==> src/rtl/ramped_pulse_train_generator_assert.svh <==
// assertion macros for the ramped pulse train generator
`ifndef RAMPED_PULSE_TRAIN_GENERATOR_ASSERT_SVH
`define RAMPED_PULSE_TRAIN_GENERATOR_ASSERT_SVH

// same-cycle implication, checked out of reset
`define RPTG_ASSERT_NOW(lbl, ante, cons, msg) \
    lbl: assert property (@(posedge clk) disable iff (!rst_n) (ante) |-> (cons)) \
        else $error(msg);

// next-cycle implication, checked out of reset
`define RPTG_ASSERT_NEXT(lbl, ante, cons, msg) \
    lbl: assert property (@(posedge clk) disable iff (!rst_n) (ante) |=> (cons)) \
        else $error(msg);

`endif

==> src/rtl/rptg_pkg.sv <==
package rptg_pkg;

    localparam int TIME_BITS = 20;
    localparam logic [31:0] TIME_MAX = 32'((64'd1 << TIME_BITS) - 64'd1);

    localparam int IDX_BITS = 9;
    localparam int PROD_BITS = 25;
    localparam int RAMP_BITS = 26;
    localparam int CFG_IDX_BITS = 3;
    localparam int CFG_DATA_BITS = 20;

    // register indexes on the config port
    localparam logic [CFG_IDX_BITS-1:0] REG_FIRST_WIDTH  = 3'd0;
    localparam logic [CFG_IDX_BITS-1:0] REG_WIDTH_STEP   = 3'd1;
    localparam logic [CFG_IDX_BITS-1:0] REG_PULSE_GAP    = 3'd2;
    localparam logic [CFG_IDX_BITS-1:0] REG_PULSE_COUNT  = 3'd3;
    localparam logic [CFG_IDX_BITS-1:0] REG_EXTRA_PULSES = 3'd4;
    localparam logic [CFG_IDX_BITS-1:0] REG_BLOCK_GAP    = 3'd5;
    localparam logic [CFG_IDX_BITS-1:0] REG_SYNC_WIDTH   = 3'd6;

    // register reset values
    localparam logic [19:0] RST_FIRST_WIDTH  = 20'd400;
    localparam logic [15:0] RST_WIDTH_STEP   = 16'd50;
    localparam logic [19:0] RST_PULSE_GAP    = 20'd100;
    localparam logic [7:0]  RST_PULSE_COUNT  = 8'd10;
    localparam logic [2:0]  RST_EXTRA_PULSES = 3'd3;
    localparam logic [19:0] RST_BLOCK_GAP    = 20'd3000;
    localparam logic [15:0] RST_SYNC_WIDTH   = 16'd50;

    typedef enum logic [2:0] {
        PH_IDLE,
        PH_SYNC,
        PH_HIGH,
        PH_LOW,
        PH_GAP
    } phase_t;

    typedef struct packed {
        logic [19:0] first_width;
        logic [15:0] width_step;
        logic [19:0] pulse_gap;
        logic [7:0]  pulse_count;
        logic [2:0]  extra_pulses;
        logic [19:0] block_gap;
        logic [15:0] sync_width;
    } cfg_t;

    typedef struct packed {
        logic enable_switch_n;
        logic mode_switch_n;
    } item_t;

    typedef struct packed {
        logic signal_a;
        logic signal_b;
        logic alt_mode_on;
        logic block_end;
    } result_t;

    // clamp to the tick counter range
    function automatic logic [TIME_BITS-1:0] sat_time(input logic [31:0] v);
        if (v > TIME_MAX)
        begin
            return TIME_MAX[TIME_BITS-1:0];
        end
        return v[TIME_BITS-1:0];
    endfunction

    // clamp, and a zero length still lasts one tick
    function automatic logic [TIME_BITS-1:0] duration(input logic [31:0] v);
        if (v == 32'd0)
        begin
            return {{(TIME_BITS-1){1'b0}}, 1'b1};
        end
        return sat_time(v);
    endfunction

endpackage

==> src/rtl/ramped_pulse_train_generator.sv <==
// a tick transaction accepted into the input register moves on to the result register, which
// drives m_tvalid and holds its level transaction while the master side stalls
// throughput: one tick transaction per clock, sustained while the master side keeps up
// the tick state machine updates once per accepted tick and does not limit the rate
// reset (rst_n low, asynchronous): idle between blocks, counters cleared, default mode,
// both stages empty, registers back to their defaults
module ramped_pulse_train_generator
    import rptg_pkg::*;
(
    input  logic                     clk,
    input  logic                     rst_n,
    // tick stream in
    input  logic                     s_tvalid,
    output logic                     s_tready,
    input  logic [7:0]               s_tdata,   // enable_switch_n, mode_switch_n, zero pad
    // level stream out
    output logic                     m_tvalid,
    input  logic                     m_tready,
    output logic [7:0]               m_tdata,   // signal_a, signal_b, alt_mode_on, zero pad
    output logic                     m_tlast,   // block_end
    // register writes
    input  logic                     cfg_we,
    input  logic [CFG_IDX_BITS-1:0]  cfg_index,
    input  logic [CFG_DATA_BITS-1:0] cfg_data
);

`include "ramped_pulse_train_generator_assert.svh"

    cfg_t    cfg;
    item_t   item;
    logic    item_valid;
    logic    out_ready;
    logic    advance;
    result_t result;

    // a tick moves from the input register to the result register
    // whenever the result register is free or being drained
    assign advance = item_valid && out_ready;

    // live configuration registers, read by the state machine every tick
    rptg_cfg_regs u_cfg_regs (
        .clk       (clk),
        .rst_n     (rst_n),
        .cfg_we    (cfg_we),
        .cfg_index (cfg_index),
        .cfg_data  (cfg_data),
        .cfg       (cfg)
    );

    // input register, keeps taking transactions while the pipe moves
    rptg_in_stage u_in_stage (
        .clk        (clk),
        .rst_n      (rst_n),
        .s_tvalid   (s_tvalid),
        .s_tready   (s_tready),
        .s_tdata    (s_tdata),
        .pop        (advance),
        .item_valid (item_valid),
        .item       (item)
    );

    // phase / tick counter / pulse ramp state machine, one step per tick
    rptg_core u_core (
        .clk    (clk),
        .rst_n  (rst_n),
        .fire   (advance),
        .item   (item),
        .cfg    (cfg),
        .result (result)
    );

    // result register toward the master side
    rptg_out_stage u_out_stage (
        .clk       (clk),
        .rst_n     (rst_n),
        .load      (advance),
        .result    (result),
        .out_ready (out_ready),
        .m_tvalid  (m_tvalid),
        .m_tready  (m_tready),
        .m_tdata   (m_tdata),
        .m_tlast   (m_tlast)
    );

    // sync pulse and train never overlap
    `RPTG_ASSERT_NOW(a_ab_exclusive, m_tvalid, !(m_tdata[0] && m_tdata[1]), "a and b both high")
    // input side only stalls behind a full, stalled result register
    `RPTG_ASSERT_NOW(a_stall_cause, !s_tready, m_tvalid && !m_tready, "unexpected input stall")
    // a held tick always moves on once the output drains
    `RPTG_ASSERT_NEXT(a_drain, !s_tready && m_tready, s_tready || m_tvalid, "no advance on drain")

endmodule

==> src/rtl/rptg_cfg_regs.sv <==
module rptg_cfg_regs
    import rptg_pkg::*;
(
    input  logic                     clk,
    input  logic                     rst_n,
    input  logic                     cfg_we,
    input  logic [CFG_IDX_BITS-1:0]  cfg_index,
    input  logic [CFG_DATA_BITS-1:0] cfg_data,
    output cfg_t                     cfg
);

    cfg_t cfg_reg;

    always_ff @(posedge clk or negedge rst_n)
    begin
        if (!rst_n)
        begin
            cfg_reg.first_width  <= RST_FIRST_WIDTH;
            cfg_reg.width_step   <= RST_WIDTH_STEP;
            cfg_reg.pulse_gap    <= RST_PULSE_GAP;
            cfg_reg.pulse_count  <= RST_PULSE_COUNT;
            cfg_reg.extra_pulses <= RST_EXTRA_PULSES;
            cfg_reg.block_gap    <= RST_BLOCK_GAP;
            cfg_reg.sync_width   <= RST_SYNC_WIDTH;
        end
        else if (cfg_we)
        begin
            case (cfg_index)
                REG_FIRST_WIDTH:  cfg_reg.first_width  <= cfg_data[19:0];
                REG_WIDTH_STEP:   cfg_reg.width_step   <= cfg_data[15:0];
                REG_PULSE_GAP:    cfg_reg.pulse_gap    <= cfg_data[19:0];
                REG_PULSE_COUNT:  cfg_reg.pulse_count  <= cfg_data[7:0];
                REG_EXTRA_PULSES: cfg_reg.extra_pulses <= cfg_data[2:0];
                REG_BLOCK_GAP:    cfg_reg.block_gap    <= cfg_data[19:0];
                REG_SYNC_WIDTH:   cfg_reg.sync_width   <= cfg_data[15:0];
                default:          ; // unknown index, dropped
            endcase
        end
    end

    assign cfg = cfg_reg;

endmodule

==> src/rtl/rptg_in_stage.sv <==
module rptg_in_stage
    import rptg_pkg::*;
(
    input  logic       clk,
    input  logic       rst_n,
    input  logic       s_tvalid,
    output logic       s_tready,
    input  logic [7:0] s_tdata,
    input  logic       pop,
    output logic       item_valid,
    output item_t      item
);

    logic  valid_reg;
    logic  valid_next;
    item_t item_reg;
    logic  take;

    assign s_tready = !valid_reg || pop;
    assign take     = s_tvalid && s_tready;

    always_comb
    begin
        valid_next = valid_reg;
        if (take)
        begin
            valid_next = 1'b1;
        end
        else if (pop)
        begin
            valid_next = 1'b0;
        end
    end

    always_ff @(posedge clk or negedge rst_n)
    begin
        if (!rst_n)
        begin
            valid_reg <= 1'b0;
        end
        else
        begin
            valid_reg <= valid_next;
        end
    end

    always_ff @(posedge clk)
    begin
        if (take)
        begin
            item_reg.enable_switch_n <= s_tdata[0];
            item_reg.mode_switch_n   <= s_tdata[1];
        end
    end

    assign item_valid = valid_reg;
    assign item       = item_reg;

endmodule

==> src/rtl/rptg_core.sv <==
module rptg_core
    import rptg_pkg::*;
(
    input  logic    clk,
    input  logic    rst_n,
    input  logic    fire,
    input  item_t   item,
    input  cfg_t    cfg,
    output result_t result
);

    phase_t                phase_reg,       phase_next;
    logic [TIME_BITS-1:0]  tick_left_reg,   tick_left_next;
    logic [IDX_BITS-1:0]   pulse_index_reg, pulse_index_next;
    logic                  alt_mode_reg,    alt_mode_next;
    logic                  mode_held_reg,   mode_held_next;

    logic                  start;
    logic                  alt_eff;
    phase_t                phase_eff;
    logic [TIME_BITS-1:0]  tick_eff;
    logic [TIME_BITS-1:0]  tick_dec;
    logic                  done;
    logic [IDX_BITS-1:0]   total;
    logic [IDX_BITS-1:0]   idx_base;
    logic [IDX_BITS-1:0]   idx_inc;
    logic [IDX_BITS-1:0]   ramp_idx;
    logic [PROD_BITS-1:0]  ramp_prod;
    logic [RAMP_BITS-1:0]  ramp_sum;
    logic [TIME_BITS-1:0]  ramp_width;
    logic                  more;
    logic                  gap_zero;

    // view of the state for this tick, idle start folded in
    always_comb
    begin
        start     = (phase_reg == PH_IDLE) && !item.enable_switch_n;
        alt_eff   = alt_mode_reg ^ (start && !item.mode_switch_n && !mode_held_reg);
        phase_eff = start ? PH_SYNC : phase_reg;
        tick_eff  = start ? duration(32'(cfg.sync_width)) : tick_left_reg;
        tick_dec  = (tick_eff != '0) ? tick_eff - {{(TIME_BITS-1){1'b0}}, 1'b1} : '0;
        done      = (tick_dec == '0);
        total     = {1'b0, cfg.pulse_count}
                  + (alt_eff ? {{(IDX_BITS-3){1'b0}}, cfg.extra_pulses} : '0);
        idx_base  = start ? '0 : pulse_index_reg;
        idx_inc   = idx_base + {{(IDX_BITS-1){1'b0}}, 1'b1};
        ramp_idx  = (phase_eff == PH_SYNC) ? '0 : idx_inc;
        ramp_prod = PROD_BITS'(ramp_idx) * PROD_BITS'(cfg.width_step);
        ramp_sum  = RAMP_BITS'(cfg.first_width) + RAMP_BITS'(ramp_prod);
        ramp_width = duration(32'(ramp_sum));
        more      = (phase_eff == PH_SYNC) ? (total != '0) : (idx_inc < total);
        gap_zero  = (cfg.block_gap == 20'd0);
    end

    // next state
    always_comb
    begin
        phase_next       = phase_reg;
        tick_left_next   = tick_left_reg;
        pulse_index_next = pulse_index_reg;
        alt_mode_next    = alt_mode_reg;
        mode_held_next   = mode_held_reg;
        if (phase_eff != PH_IDLE)
        begin
            alt_mode_next    = alt_eff;
            if (start)
            begin
                mode_held_next = !item.mode_switch_n;
            end
            phase_next       = phase_eff;
            tick_left_next   = tick_dec;
            pulse_index_next = idx_base;
            if (done)
            begin
                case (phase_eff)
                    PH_SYNC, PH_LOW:
                    begin
                        pulse_index_next = ramp_idx;
                        if (more)
                        begin
                            phase_next     = PH_HIGH;
                            tick_left_next = ramp_width;
                        end
                        else if (gap_zero)
                        begin
                            phase_next     = PH_IDLE;
                            tick_left_next = '0;
                        end
                        else
                        begin
                            phase_next     = PH_GAP;
                            tick_left_next = sat_time(32'(cfg.block_gap));
                        end
                    end
                    PH_HIGH:
                    begin
                        phase_next     = PH_LOW;
                        tick_left_next = duration(32'(cfg.pulse_gap));
                    end
                    default:
                    begin
                        phase_next     = PH_IDLE;
                        tick_left_next = '0;
                    end
                endcase
            end
        end
    end

    // outputs for this tick
    always_comb
    begin
        result.signal_a    = (phase_eff == PH_HIGH);
        result.signal_b    = (phase_eff == PH_SYNC);
        result.alt_mode_on = alt_eff;
        result.block_end   = done && ((phase_eff == PH_GAP)
                           || (gap_zero && !more
                               && ((phase_eff == PH_SYNC) || (phase_eff == PH_LOW))));
    end

    always_ff @(posedge clk or negedge rst_n)
    begin
        if (!rst_n)
        begin
            phase_reg       <= PH_IDLE;
            tick_left_reg   <= '0;
            pulse_index_reg <= '0;
            alt_mode_reg    <= 1'b0;
            mode_held_reg   <= 1'b0;
        end
        else if (fire)
        begin
            phase_reg       <= phase_next;
            tick_left_reg   <= tick_left_next;
            pulse_index_reg <= pulse_index_next;
            alt_mode_reg    <= alt_mode_next;
            mode_held_reg   <= mode_held_next;
        end
    end

endmodule

==> src/rtl/rptg_out_stage.sv <==
module rptg_out_stage
    import rptg_pkg::*;
(
    input  logic       clk,
    input  logic       rst_n,
    input  logic       load,
    input  result_t    result,
    output logic       out_ready,
    output logic       m_tvalid,
    input  logic       m_tready,
    output logic [7:0] m_tdata,
    output logic       m_tlast
);

    logic    valid_reg;
    logic    valid_next;
    result_t result_reg;

    assign out_ready = !valid_reg || m_tready;

    always_comb
    begin
        valid_next = valid_reg;
        if (load)
        begin
            valid_next = 1'b1;
        end
        else if (m_tready)
        begin
            valid_next = 1'b0;
        end
    end

    always_ff @(posedge clk or negedge rst_n)
    begin
        if (!rst_n)
        begin
            valid_reg <= 1'b0;
        end
        else
        begin
            valid_reg <= valid_next;
        end
    end

    always_ff @(posedge clk)
    begin
        if (load)
        begin
            result_reg <= result;
        end
    end

    assign m_tvalid = valid_reg;
    assign m_tdata  = {5'b0, result_reg.alt_mode_on, result_reg.signal_b, result_reg.signal_a};
    assign m_tlast  = result_reg.block_end;

endmodule
==> config.mk <==
export PLATFORM = sky130hd
export DESIGN_NAME = ramped_pulse_train_generator
export DESIGN_NICKNAME = d
export VERILOG_FILES = /design/src/rtl/rptg_pkg.sv /design/src/rtl/ramped_pulse_train_generator.sv /design/src/rtl/rptg_cfg_regs.sv /design/src/rtl/rptg_in_stage.sv /design/src/rtl/rptg_core.sv /design/src/rtl/rptg_out_stage.sv
export VERILOG_INCLUDE_DIRS = /design/src /design/src/rtl
export SDC_FILE = /design/constraint.sdc
export NUM_CORES = 1
export LEC_CHECK = 0
export ABC_AREA = 1
export BUFFER_PORTS_ARGS = -buffer_cell sky130_fd_sc_hd__buf_4
export CAP_MARGIN = 15
export CORE_MARGIN = 10
export CORE_UTILIZATION = 41
export CTS_CLUSTER_SIZE = 14
export DETAILED_ROUTE_END_ITERATION = 6
export GPL_ROUTABILITY_DRIVEN = 0
export GPL_TIMING_DRIVEN = 1
export PLACE_DENSITY = 0.57
export SKIP_LAST_GASP = 1
export SYNTH_ARGS = -nofsm -noshare
export SYNTH_HDL_FRONTEND = slang
export SYNTH_SLANG_ARGS = --single-unit
==> constraint.sdc <==
create_clock -name clk -period 9.8 [get_ports clk]
set_input_delay 0.98 -clock clk [delete_from_list [all_inputs] [get_ports clk]]
set_output_delay 0.98 -clock clk [all_outputs]
set_load 0.01 [all_outputs]
==> flow_summary.toml <==
[clock_tree]
cts_tree = "yes"
cts_setup_buffers = 0
cts_made_buffers = 17
clock_latency_ns = 0.44
clock_path_buffers = 2
clkTransAtPathRegs_ns = 0.07
hold_buffers = 0
cts_resized = 0
cts.sinks = 145
cts_root_buf = "clkbuf_16"
h-tree-depth = 4

[layout]
final-seq-area_um2 = 3690
area_delta_synth_final_pct = 9.36
fillerInstances = 3552
diodes = 0
final_common_cell = "nand2_1"
final_util = 0.458
layout-drive-gt1-share = 0.0775
largest_register_ffs = 103
multi_input_area_um2 = 8840
fin_nets = 2250
final_cell_mix = "nand2_1 (669), inv_1 (338), nor2_1 (194)"

[logic_synthesis]
synth_top_area_share = 0.206
synth_largest_area_cell = "dfrtp_1"
synth_enable_flop_cells = 6
netlist_area_um2 = 14100
yosys_most_used_dff = "dfrtp_1"
async_flop_share = 0.959
ys_seq_area_frac = 0.261
synth.yosys.warnings = 0
synth_seq_cells = 145
syn_area_per_cell_um2 = 6.99
yosys-top-cells-area = "dfrtp_1 (21%), nand2_1 (18%), fa_1 (17%), inv_1 (9.0%), ha_1 (6.3%)"
synthCells = 2017
synth.distinct_cells = 41

[setup_path]
cp_slowest_cell = "fa_1"
crit_fanout = 15
worstPathRequired_ns = 10.11
max_stage_delay_ns = 0.59
crit_top_cell = "nand2_1"
critPathCaptureType = "flop"
startpoint_type = "flop"
cp.arrival_ns = 8.57
reg2reg_depth = 39
crit_type = "reg2reg"

[routing]
drcViolationCount = 0
final_antenna_net_count = 0
avgRoutedWirePerCell_um = 15.9
routed_wl_mm = 39.4
drtIter0Drc = 872
firstDrtPassIters = 6
vias = 12505
avgViaCountPerCell = 5.03

[placement]
place_hpwl_mm = 31.4
post-place-ws_ns = 1.63
port_buffers = 35

[run]
maxCapViolations = 0

[sta]
max_slew.worst_pin.slew_ns = 1.12
finalWorstSetupSlack_ns = 1.55
setup_viol = 0
slew_headroom = 0.255
hold_viol = 0
rsz0062_at_grt = "false"
period_needed_ns = 8.25
tns_ns = 0
maxSlewViolCount = 0
post-route-period-util = 0.842
skew_ns = 0.0123
timing.fmax_ghz = 0.121

[pwr]
intPower_uw = 1520
combinationalPowerShare = 0.423
seq_power_share = 0.317
p_leak_uw = 0.00852
ir_worst_vdd_v = 0.000138
sw_frac_of_total = 0.429
powerDensity_nw_per_um2 = 173
p_clk_frac = 0.260
power.switching_uw = 1150

[floorplanning]
io_pins = 47
fp.dieW_um = 205
dieArea_um2 = 42200
rows = 67
core_area_um2 = 33700
die_y_um = 205
start_util = 0.419

[global_routing]
overflow = 0
grt_pass1_wl_mm = 65.0
first_global_vias = 12336
grt_usage = 0.193
antenna_found_initial = 3
grt_max_degree = 75

[worst_hold_path]
hold_depth = 2
hold_path_class = "reg2reg"

[run_status]
status = "complete, no violations"
-- stage by stage --
| stage | power, uW | instance area, um2 | hold WS, ns | cells |
|---|---|---|---|---|
| 2_1_floorplan | 1670 | 14100 | 0.438 | 2021 |
| 3_3_place_gp | 1960 | 14800 | 0.454 | 2453 |
| 3_5_place_dp | 1970 | 14800 | 0.469 | 2453 |
| 4_1_cts | 2680 | 15400 | 0.484 | 2485 |
| 5_1_grt | 2890 | 15400 | 0.504 | 2487 |
| 6_report | 2670 | 15400 | 0.480 | 2487 |
-- worst max-delay path, delay by kind of cell (launching register included) --
family                     cells  cell delay [ns]
adders and majority gates      6             2.96
buffers and inverters          6             0.95
and+or+nand+nor               25             3.54
AOI/OAI and AO/OA              2             0.27
DFF                            1             0.40
-- power by group through the flow --
stage	combinational, uW	sequential, uW	clock [uW]
floorplan	853	817	0
global placement	1110	851	0
detailed placement	1120	854	0
CTS	1130	846	705
global route	1300	864	725
finish	1130	846	694
-- synthesized netlist by cell type, drive strengths merged (8+ instances only) --
library cell / n
o21bai: 8
nor2: 210
inv: 343
nor3: 14
clkbuf: 45
ha: 71
nand3: 96
dfrtp: 116
nand2: 681
fa: 117
buf: 20
nand4: 48
xor2: 10
or2: 10
o21ai: 138
dfstp: 23
a21oi: 35
-- routing by layer --
layer  GRT usage  wire length, um  up-vias
met1       0.265            18800     6016
met4      0.0438              510        2
li1            -                -     6190
met3      0.0294             1610       33
met5           0                8        -
met2       0.315            18500      264
-- cell families after synthesis --
logic type / share of synthesized area
and+or+nand+nor: 0.317
buffers and inverters: 0.113
adders and majority gates: 0.229
AOI/OAI and AO/OA: 0.0687
DFF: 0.261
xor gates and xnor gates: 0.00993
other: 0.000266
-- area by class of cell --
| class | count | share of cell area |
|---|---|---|
| multi-input cells | 1465 | 0.573 |
| flip-flops and latches | 145 | 0.239 |
| inverters | 346 | 0.0842 |
| well taps | 448 | 0.0363 |
| clock buffers | 18 | 0.0278 |
| repair buffers | 51 | 0.0277 |
| clock inverters | 14 | 0.0116 |
-- worst paths after layout --
check | startpoint | endpoint | slack [ns]
max in group asynchronous | rst_n | u_cfg_regs.cfg[97] | 7.77
min in group asynchronous | rst_n | u_core.tick_left_reg[2] | 0.54
worst max-delay path | u_core.phase_reg[0] | u_core.tick_left_reg[19] | 1.55
worst min-delay path | u_core.tick_left_reg[3] | u_core.tick_left_reg[3] | 0.48
worst min register to register | u_core.tick_left_reg[3] | u_core.tick_left_reg[3] | 0.48
worst max register to register | u_core.phase_reg[0] | u_core.tick_left_reg[19] | 1.55
No activity file was read; power rests on OpenSTA's default activity.
